`src/rtl/core/mbpm_pkg.sv`:
```
package mbpm_pkg;

   localparam int MaxPatternBytesDefault = 16;
   localparam int OffsetBitsDefault      = 32;

   localparam int ByteWidth      = 8;
   localparam int RegWidth       = 64;
   localparam int LenWidth       = 5;
   localparam int LaneIndexWidth = 4;
   localparam int LaneCount      = 16;
   localparam int OffsetWidth    = 32;
   localparam int CsrIndexWidth  = 3;

   localparam logic [CsrIndexWidth-1:0] CSR_PATTERN_LOW  = 3'd0;
   localparam logic [CsrIndexWidth-1:0] CSR_PATTERN_HIGH = 3'd1;
   localparam logic [CsrIndexWidth-1:0] CSR_MASK_LOW     = 3'd2;
   localparam logic [CsrIndexWidth-1:0] CSR_MASK_HIGH    = 3'd3;
   localparam logic [CsrIndexWidth-1:0] CSR_PATTERN_LEN  = 3'd4;

   typedef struct packed {
      logic shift;
      logic clear;
   } cell_ctrl_type;

endpackage

```
`src/rtl/core/mbpm_cell.sv`:
```
module mbpm_cell
   import mbpm_pkg::*;
(
   input  logic                 clock,
   input  logic                 reset,
   input  cell_ctrl_type        ctrl,
   input  logic [ByteWidth-1:0] shift_in,
   input  logic [ByteWidth-1:0] lane_pattern,
   input  logic [ByteWidth-1:0] lane_mask,
   input  logic                 lane_on,
   output logic [ByteWidth-1:0] byte_out,
   output logic                 hit
);

   logic [ByteWidth-1:0] byte_ff;
   logic [ByteWidth-1:0] byte_in;

   // compare the byte about to enter this cell, i.e. the post-shift window
   assign hit = !lane_on || (((shift_in ^ lane_pattern) & ~lane_mask) == '0);

   always_comb begin
      byte_in = byte_ff;
      if (ctrl.shift) begin
         byte_in = ctrl.clear ? '0 : shift_in;
      end
   end

   always_ff @(posedge clock) begin
      if (reset) begin
         byte_ff <= '0;
      end else begin
         byte_ff <= byte_in;
      end
   end

   assign byte_out = byte_ff;

endmodule

```
`src/rtl/core/masked_byte_pattern_matcher.sv`:
```
// A matching byte's offset shows on rsp_ in the cycle after the byte is accepted.
// Throughput: one byte per cycle while req_stall is low; the masked window compare runs in parallel across
// the row of window cells, and the output register lets a new byte in while it is taken.
// Reset (synchronous): window and byte count cleared, pattern and mask zero,
// pattern length one, no result pending.
module masked_byte_pattern_matcher
   import mbpm_pkg::*;
#(
   parameter int MAX_PATTERN_BYTES = MaxPatternBytesDefault,
   parameter int OFFSET_BITS       = OffsetBitsDefault
)
(
   input  logic                     clock,
   input  logic                     reset,
   input  logic                     req_valid,
   output logic                     req_stall,
   input  logic [ByteWidth-1:0]     req_data_byte,
   input  logic                     req_last_byte,
   output logic                     rsp_valid,
   input  logic                     rsp_stall,
   output logic [OffsetWidth-1:0]   rsp_match_offset,
   input  logic                     csr_write_enable,
   input  logic [CsrIndexWidth-1:0] csr_index,
   input  logic [RegWidth-1:0]      csr_write_data
);

   logic [RegWidth-1:0]    pattern_low_ff;
   logic [RegWidth-1:0]    pattern_high_ff;
   logic [RegWidth-1:0]    mask_low_ff;
   logic [RegWidth-1:0]    mask_high_ff;
   logic [LenWidth-1:0]    pattern_len_ff;

   logic [OFFSET_BITS-1:0] seen_ff;
   logic [OFFSET_BITS-1:0] seen_in;
   logic [OFFSET_BITS-1:0] seen_next;

   logic                   rsp_valid_ff;
   logic                   rsp_valid_in;
   logic [OffsetWidth-1:0] rsp_offset_ff;
   logic [OffsetWidth-1:0] rsp_offset_in;

   logic                   req_accept;
   logic [LenWidth-1:0]    active_len;
   logic                   window_full;
   logic                   hit;
   logic [63:0]            offset_wide;
   cell_ctrl_type          cell_ctrl;

   logic [ByteWidth-1:0]   pat_bytes  [LaneCount];
   logic [ByteWidth-1:0]   mask_bytes [LaneCount];
   logic [ByteWidth-1:0]   cell_byte  [MAX_PATTERN_BYTES];
   logic [MAX_PATTERN_BYTES-1:0] cell_hit;

   // configuration registers
   always_ff @(posedge clock) begin
      if (reset) begin
         pattern_low_ff  <= '0;
         pattern_high_ff <= '0;
         mask_low_ff     <= '0;
         mask_high_ff    <= '0;
         pattern_len_ff  <= LenWidth'(1);
      end else if (csr_write_enable) begin
         case (csr_index)
            CSR_PATTERN_LOW:  pattern_low_ff  <= csr_write_data;
            CSR_PATTERN_HIGH: pattern_high_ff <= csr_write_data;
            CSR_MASK_LOW:     mask_low_ff     <= csr_write_data;
            CSR_MASK_HIGH:    mask_high_ff    <= csr_write_data;
            CSR_PATTERN_LEN:  pattern_len_ff  <= csr_write_data[LenWidth-1:0];
            default: ;
         endcase
      end
   end

   // clamp length into 1..MAX_PATTERN_BYTES
   always_comb begin
      active_len = pattern_len_ff;
      if (pattern_len_ff == '0) begin
         active_len = LenWidth'(1);
      end else if (pattern_len_ff > LenWidth'(MAX_PATTERN_BYTES)) begin
         active_len = LenWidth'(MAX_PATTERN_BYTES);
      end
   end

   always_comb begin
      for (int k = 0; k < LaneCount / 2; k++) begin
         pat_bytes[k]                 = pattern_low_ff[k*ByteWidth +: ByteWidth];
         pat_bytes[k + LaneCount/2]   = pattern_high_ff[k*ByteWidth +: ByteWidth];
         mask_bytes[k]                = mask_low_ff[k*ByteWidth +: ByteWidth];
         mask_bytes[k + LaneCount/2]  = mask_high_ff[k*ByteWidth +: ByteWidth];
      end
   end

   assign req_stall  = rsp_valid_ff && rsp_stall;
   assign req_accept = req_valid && !req_stall;

   assign cell_ctrl.shift = req_accept;
   assign cell_ctrl.clear = req_last_byte;

   // window cell i holds the i-th newest byte and checks pattern byte len-1-i
   for (genvar i = 0; i < MAX_PATTERN_BYTES; i++) begin : g_cell
      logic [ByteWidth-1:0]      shift_in;
      logic [LaneIndexWidth-1:0] lane_idx;
      logic                      lane_on;

      if (i == 0) begin : g_head
         assign shift_in = req_data_byte;
      end else begin : g_body
         assign shift_in = cell_byte[i-1];
      end

      assign lane_on  = LenWidth'(i) < active_len;
      assign lane_idx = LaneIndexWidth'(active_len - LenWidth'(i) - LenWidth'(1));

      mbpm_cell u_cell (
         .clock        (clock),
         .reset        (reset),
         .ctrl         (cell_ctrl),
         .shift_in     (shift_in),
         .lane_pattern (pat_bytes[lane_idx]),
         .lane_mask    (mask_bytes[lane_idx]),
         .lane_on      (lane_on),
         .byte_out     (cell_byte[i]),
         .hit          (cell_hit[i])
      );
   end

   // saturating byte count of the current buffer
   assign seen_next   = (&seen_ff) ? seen_ff : seen_ff + OFFSET_BITS'(1);
   assign window_full = seen_next >= OFFSET_BITS'(active_len);
   assign hit         = window_full && (&cell_hit);
   assign offset_wide = 64'(seen_next - OFFSET_BITS'(active_len));

   always_comb begin
      seen_in = seen_ff;
      if (req_accept) begin
         seen_in = req_last_byte ? '0 : seen_next;
      end
   end

   always_comb begin
      rsp_valid_in  = rsp_valid_ff && rsp_stall;
      rsp_offset_in = rsp_offset_ff;
      if (req_accept && hit) begin
         rsp_valid_in  = 1'b1;
         rsp_offset_in = offset_wide[OffsetWidth-1:0];
      end
   end

   always_ff @(posedge clock) begin
      if (reset) begin
         seen_ff      <= '0;
         rsp_valid_ff <= 1'b0;
      end else begin
         seen_ff      <= seen_in;
         rsp_valid_ff <= rsp_valid_in;
      end
   end

   always_ff @(posedge clock) begin
      rsp_offset_ff <= rsp_offset_in;
   end

   assign rsp_valid        = rsp_valid_ff;
   assign rsp_match_offset = rsp_offset_ff;

   a_last_clears_count: assert property (@(posedge clock) disable iff (reset)
      req_accept && req_last_byte |=> seen_ff == '0)
      else $error("byte count not cleared after last byte");

   a_stall_needs_pending: assert property (@(posedge clock) disable iff (reset)
      req_stall |-> rsp_valid_ff)
      else $error("input stalled with no pending result");

   a_hit_needs_full_window: assert property (@(posedge clock) disable iff (reset)
      req_accept && hit |-> seen_next >= OFFSET_BITS'(active_len))
      else $error("match reported before window filled");

   a_hit_loads_output: assert property (@(posedge clock) disable iff (reset)
      req_accept && hit |=> rsp_valid_ff)
      else $error("match dropped");

endmodule
```
`config.mk`:
```
export PLATFORM = sky130hd
export DESIGN_NAME = masked_byte_pattern_matcher
export DESIGN_NICKNAME = d
export VERILOG_FILES = /design/src/rtl/core/mbpm_pkg.sv /design/src/rtl/core/mbpm_cell.sv /design/src/rtl/core/masked_byte_pattern_matcher.sv
export SDC_FILE = /design/constraint.sdc
export NUM_CORES = 2
export LEC_CHECK = 0
export ABC_AREA = 1
export BUFFER_PORTS_ARGS = -buffer_cell sky130_fd_sc_hd__buf_4
export CAP_MARGIN = 20
export CORE_MARGIN = 1.5
export CORE_UTILIZATION = 30
export DETAILED_ROUTE_END_ITERATION = 16
export PLACE_DENSITY = 0.55
export SETUP_SLACK_MARGIN = 0.02
export SLEW_MARGIN = 10
export SYNTH_ARGS = -nofsm -noshare
export SYNTH_HDL_FRONTEND = slang
export SYNTH_SLANG_ARGS = --single-unit
```
`constraint.sdc`:
```
create_clock -name clock -period 4.1 [get_ports clock]
set_clock_uncertainty 0.2 [all_clocks]
set_input_delay 0.41 -clock clock [delete_from_list [all_inputs] [get_ports clock]]
set_output_delay 0.41 -clock clock [all_outputs]
set_load 0.01 [all_outputs]
```
Word-level counts from Yosys, hierarchy flattened
Cells that the tools add are included.
W data, S select, Z words.
{"block": "totals", "elab_cells": 335, "inputBits": 81, "ff_bits": 446, "output_inout_bits": 34}
{"block": "op_classes", "muxes": 116, "n_lt_le_gt_ge": 34, "n_bitwise": 64, "n_eq_ne": 4, "addsub": 32, "reduce_logical": 62}
{"operator": "$bmux W8 S4", "count": 32}
{"operator": "$mux W8", "count": 79}
{"operator": "$and A8 B8 Y8", "count": 16}
{"operator": "$logic_not A8 Y1", "count": 16}
{"operator": "$not A8 Y8", "count": 16}
{"operator": "$xor A8 B8 Y8", "count": 16}
{"operator": "$ge A5 B5 Y1 const B", "count": 16}
{"operator": "$not A4 Y5", "count": 16}
{"operator": "$mux W32", "count": 2}
{"operator": "$sub A4 B1 Y4 const B", "count": 16}
{"operator": "$lt A4 B5 Y1 const A", "count": 8}
{"operator": "$add A32 B1 Y32 const B", "count": 1}
{"operator": "$ge A32 B5 Y1", "count": 1}
{"operator": "$reduce_and A32 Y1", "count": 1}
{"operator": "$sub A32 B5 Y32", "count": 1}
{"operator": "$sub A4 B4 Y4 const B", "count": 8}
{"operator": "$lt A3 B5 Y1 const A", "count": 4}
{"operator": "$logic_not A1 Y1", "count": 17}
{"operator": "$logic_or A1 B1 Y1", "count": 16}
{"operator": "$reduce_and A16 Y1", "count": 1}
{"operator": "$sub A4 B3 Y4 const B", "count": 4}
{"operator": "$lt A1 B5 Y1 const A", "count": 2}
{"operator": "$lt A2 B5 Y1 const A", "count": 2}
{"operator": "$mux W5", "count": 2}
{"operator": "other kinds (10)", "count": 19}

Depth between registers and ports, before layout
{"block": "logic_depth", "depth_word": 17, "mapped_depth": 28, "depth_no_buf": 25}

By module
A second synthesis with hierarchy kept.
{"block": "unflattened", "cells_unflattened": 5665, "hier_area_um2": 33395.8}
{"module": "masked_byte_pattern_matcher", "seq_area_each_um2": 6846.6, "area_each_um2": 24887.6, "instances": 1, "cells_per_inst": 4177}
{"module": "mbpm_cell", "seq_area_each_um2": 160.2, "area_each_um2": 531.8, "instances": 16, "cells_per_inst": 93}

Worst setup path after synthesis
No wires, ideal clock.
{"block": "synth_timing", "kind": "reg2reg", "startpoint": "register pattern_len_ff[4]", "endpoint": "register rsp_offset_ff[0] (netlist: rsp_match_offset[0]), enable pin", "slack_ps": -162, "t_required_ps": 3513, "period_less_slack_ps": 4262, "setup_ps": 387, "arrival_time_ps": 3675, "path_buffers": 6, "path_stages_with_launch": 26, "cell_sequence": "dfxtp_1 buf_4 inv_4 nand2_2 nand2_4 buf_6 buf_4 buf_4 ha_1 inv_1 clkbuf_1 buf_1 nand3_1 nand3_1 nand3_1 nand3_1 nand2_1 nor2_1 nand2_1 nor2_1 nor2_1 nor2_1 nand3_1 nor2_1 nand2_1 inv_1"}
{"block": "synth_between", "elab_chain_cells": 16, "word_cells_on_any_way": 262, "cone_classes": "30 x add/sub; 18 x order compare; 98 x mux; 64 x bitwise; 52 x reduce/logical"}
{"item": "start: declaration", "line_no": "masked_byte_pattern_matcher.sv:31", "rtl": "logic [LenWidth-1:0] pattern_len_ff;"}
{"item": "start signal: assignment", "line_no": "masked_byte_pattern_matcher.sv:61", "rtl": "pattern_len_ff <= LenWidth'(1);"}
{"item": "start signal: assignment", "line_no": "masked_byte_pattern_matcher.sv:68", "rtl": "CSR_PATTERN_LEN: pattern_len_ff <= csr_write_data[LenWidth-1:0];"}
{"item": "$gt A5 B5 Y1", "line_no": "masked_byte_pattern_matcher.sv:79", "rtl": "end else if (pattern_len_ff > LenWidth'(MAX_PATTERN_BYTES)) begin"}
{"item": "$mux W5", "line_no": "masked_byte_pattern_matcher.sv:79"}
{"item": "$mux W5 (*)", "line_no": "masked_byte_pattern_matcher.sv:77", "rtl": "if (pattern_len_ff == '0) begin"}
{"item": "$sub A4 B1 Y4, or another cell as far along", "line_no": "masked_byte_pattern_matcher.sv:112", "rtl": "assign lane_idx = LaneIndexWidth'(active_len - LenWidth'(i) - LenWidth'(1));"}
{"item": "$sub A4 B1 Y4", "line_no": "masked_byte_pattern_matcher.sv:112"}
{"item": "$not A4 Y5 (not written as such)", "line_no": "masked_byte_pattern_matcher.sv:119, masked_byte_pattern_matcher.sv:120"}
{"item": "$bmux W8 S4 (on tied branches)", "line_no": "masked_byte_pattern_matcher.sv:119, masked_byte_pattern_matcher.sv:120"}
{"item": "$mux W8 (on tied branches) (2 in series)", "line_no": "masked_byte_pattern_matcher.sv:119, masked_byte_pattern_matcher.sv:120"}
{"item": "$xor A8 B8 Y8 or $not A8 Y8 (tied branches)", "line_no": "mbpm_cell.sv:19", "rtl": "assign hit = !lane_on || (((shift_in ^ lane_pattern) & ~lane_mask) == '0);"}
{"item": "$and A8 B8 Y8", "line_no": "mbpm_cell.sv:19"}
{"item": "$logic_not A8 Y1", "line_no": "mbpm_cell.sv:19"}
{"item": "$logic_or A1 B1 Y1", "line_no": "mbpm_cell.sv:19"}
{"item": "$reduce_and A16 Y1", "line_no": "masked_byte_pattern_matcher.sv:130", "rtl": "assign hit = window_full && (&cell_hit);"}
{"item": "$logic_and A1 B1 Y1 (*)", "line_no": "masked_byte_pattern_matcher.sv:130"}
{"item": "$logic_and A1 B1 Y1 (*)", "line_no": "masked_byte_pattern_matcher.sv:143", "rtl": "if (req_accept && hit) begin"}
{"item": "end signal: assignment", "line_no": "masked_byte_pattern_matcher.sv:160", "rtl": "rsp_offset_ff <= rsp_offset_in;"}
{"item": "end: declaration", "line_no": "masked_byte_pattern_matcher.sv:39", "rtl": "logic [OffsetWidth-1:0] rsp_offset_ff;"}
Every way passes the cells marked *; elsewhere a longest branch is shown, timed or not. The select of a mux whose other input is x is not followed.
A chain may end at the register's enable or synchronous reset.

Worst setup path in the final report
{"block": "layout_timing", "startpoint": "register pattern_len_ff[2]", "endpoint": "register rsp_offset_ff[27] (netlist: rsp_match_offset[27]), enable pin"}
The elaborated chain is that of the path after synthesis.

==> flow_metrics.tcl <==
set metrics [dict create \
    status "completed" \
    place_congestion 1.04 \
    max-cap-violations 0 \
    hpwlAfterDp_um 151000 \
    cts.path.max_buffers 3 \
    overflow 0 \
    start_kind "flip-flop" \
    timing.rr.end "rsp_match_offset[27]" \
    via_per_inst 5.40 \
    num-fill-cells 12500 \
    die_area_um2 117000 \
    grt.total_usage 0.319 \
    clock_sinks 446 \
    cp-end-kind "flip-flop" \
    cpMostUsedCell "nand2_2" \
    drtIter0Drc 4708 \
    yosysTopAreaCell "nand2_1" \
    io-pin-count 115 \
    die_h_um 343 \
    fin_util 0.398 \
    p_leak_nw 20.6 \
    internal-power_w 0.00929 \
    wire_per_inst_um 24.3 \
    startpoint "pattern_len_ff[2]" \
    cts_buffers 55 \
    worst_slack_ns 0.0862 \
    port_buffers 114 \
    setup_viol 0 \
    hold_violations 0 \
    core_area_um2 114000 \
    p_seq_frac 0.306 \
    yosys.area.top_type_share 0.241 \
    wl_um 198000 \
    ys_seq_area_frac 0.267 \
    synth.area.top_cells "nand2_1 24%, dfxtp_1 24%, nand3_1 20%" \
    cp.arrival_ns 4.19 \
    required_ns 4.28 \
    start_util 0.303 \
    clk_latency_ns 0.68 \
    p_comb_frac 0.348 \
    rows 124 \
    synth_common_cells "2,224 x nand2_1, 1,378 x nand3_1, 417 x inv_1" \
    layout.cells.non_filler 8174 \
    max_slew_margin 0.402 \
    clock_power_share 0.346 \
    grt_max_degree 152 \
    fin_crit_sh 0.979 \
    grt_antenna_before_repair 12 \
    syn_inst 6113 \
    fmax_mhz 249 \
    reg2regPathDepth 27 \
    cellPowerDensity_nw_per_um2 329 \
    r2r-start "pattern_len_ff[2]" \
    synth_flop_cell "dfxtp_1" \
    cpPeakStageDelay_ns 0.34 \
    dp_cells 7943 \
    syn-num-nets 6202 \
    hold_path_class "in -> reg" \
    slew_viol_final 0 \
    clk_pin_slew_ns 0.06 \
    area_delta_synth_final_pct 31.4 \
    tightest_slew_ns 0.897 \
    drt_pass1_iterations 6 \
    cts_htree_levels 2 \
    worst-path-stages 27 \
    ff2ff_setup_slack_ns 0.09 \
    crit_end "rsp_match_offset[27]" \
    drive_above_1_share 0.160 \
    synth-seq-cells 446 \
    die_w_um 343 \
    ys_async_sr_fraction 0 \
    avgSynthCellArea_um2 5.67 \
    vias 44200 \
    synth-edff-count 32 \
    yosysUniqueCellTypes 49 \
    synth.most_common_cell "nand2_1" \
    crit_slowest_cell "dfxtp_2" \
    nets 6702 \
    switching_share 0.380 \
    netlist_area_um2 34600 \
    p_total_w 0.0150 \
    critPathBufInv 6 \
    grt_pass1_vias 39900 \
    min_period_ns 4.01 \
    cts-root-buf "clkbuf_16" \
    route.detailed.drc 0 \
    critPathTopFamily "simple AND/OR/NAND/NOR gates" \
    cts_tree "built" \
    critPathKind "reg -> reg" \
    ir_drop_mv 0.319 \
    path_max_fanout 8 \
    ant_nets 0 \
    holdPathStages 4 \
    p_switching_w 0.00569 \
    grt_pass1_wl_um 274000 \
    yosysWarnings 0 \
    preCtsSetupSlack_ns -0.227 \
]
power groups by stage:
stage | registers (W) | logic [W] | clock network, W
finish | 0.00458 | 0.00521 | 0.00519
global route | 0.00459 | 0.00550 | 0.00541
CTS | 0.00458 | 0.00472 | 0.00527
detailed placement | 0.00468 | 0.00464 | 0
global placement | 0.00468 | 0.00464 | 0
floorplan | 0.00465 | 0.00234 | 0
logic make-up (layout without fill, tap and decap cells):
group           Yosys count  count (layout)  synth area share
other cells               0               5                 0
mux                       5               5           0.00145
compound gates          836             836             0.123
simple gates           3957            3958             0.491
fa+ha+maj                 8               8           0.00311
flops                   446             446             0.267
buf+inv                 794            1337            0.0967
xor+xnor                 67              67            0.0172
placed cells by master, fill, tap and decap left out, types with 74 or more instances in the layout:
cell type,n
inv_1,407
nor2_1,199
buf_12,87
nand3_1,1308
o21ai_1,80
nand2_1,2165
a21oi_1,393
o21ai_0,318
buf_4,594
dfxtp_1,407
dlygate4sd3_1,77
clkbuf_16,74
area by class of cell:
| class | count | area, µm² | share of cell area |
|---|---|---|---|
| multi-input cells | 4874 | 22900 | 0.503 |
| flip-flops and latches | 446 | 9260 | 0.203 |
| repair buffers | 808 | 7950 | 0.175 |
| well taps | 1512 | 1890 | 0.0416 |
| inverters | 428 | 1650 | 0.0362 |
| clock buffers | 67 | 1470 | 0.0324 |
| clock inverters | 34 | 380 | 0.00836 |
| diodes | 5 | 12.5 | 0.000275 |
metal layers:
layer	vias up	global-route usage	share of wire
li1	21200	-	-
met1	20500	0.396	0.40
met2	1977	0.517	0.44
met3	489	0.0477	0.075
met4	6	0.203	0.079
met5	-	0	0.00021
sequential cells by signal, summed over array words and instances (netlist names):
name                    cells
mask_high_ff               64
pattern_low_ff             64
seen_ff                    32
pattern_high_ff            64
g_cell.u_cell.byte_out    120
rsp_valid                   1
pattern_len_ff              5
rsp_match_offset           32
mask_low_ff                64
worst min-delay path, cell delays in order:
cell     delay, ns
buf_4         0.09
nand2_4       0.19
nand2_1       0.12
a21oi_1       0.05
worst min path at each step:
| stage | slack, ns | end | start |
|---|---|---|---|
| finish | 0.07 | g_cell[13].u_cell.byte_out[2] | req_valid |
| global route | 0.07 | g_cell[13].u_cell.byte_out[2] | req_valid |
| CTS | 0.04 | g_cell[13].u_cell.byte_out[2] | req_valid |
| detailed placement | 0.25 | mask_high_ff[52] | mask_high_ff[52] |
| global placement | 0.25 | mask_high_ff[35] | mask_high_ff[35] |
| floorplan | 0.23 | mask_high_ff[20] | mask_high_ff[20] |
per-stage QoR:
stage                     hold WS, ns  cell area, µm²  setup TNS [ns]
after floorplan                 0.234           34700               0
after global placement          0.248           41200           -9.22
after detailed placement        0.251           41200           -7.13
after CTS                      0.0443           43900               0
after global routing           0.0691           45500          -0.344
final                          0.0685           45500               0
what timing repair did:
| item | 4_1_cts | 5_1_grt |
|---|---|---|
| endpoints found under the hold margin | 270 | 0 |
| setup endpoints to repair | 33 | 39 |
| pin swaps | 0 | 31 |
| gates resized for setup | 14 | 242 |
| setup buffers | 0 | 28 |
| hold buffers | 77 | 0 |
| cloned | 0 | 21 |
Note: power is estimated with default switching activity, not from simulation.
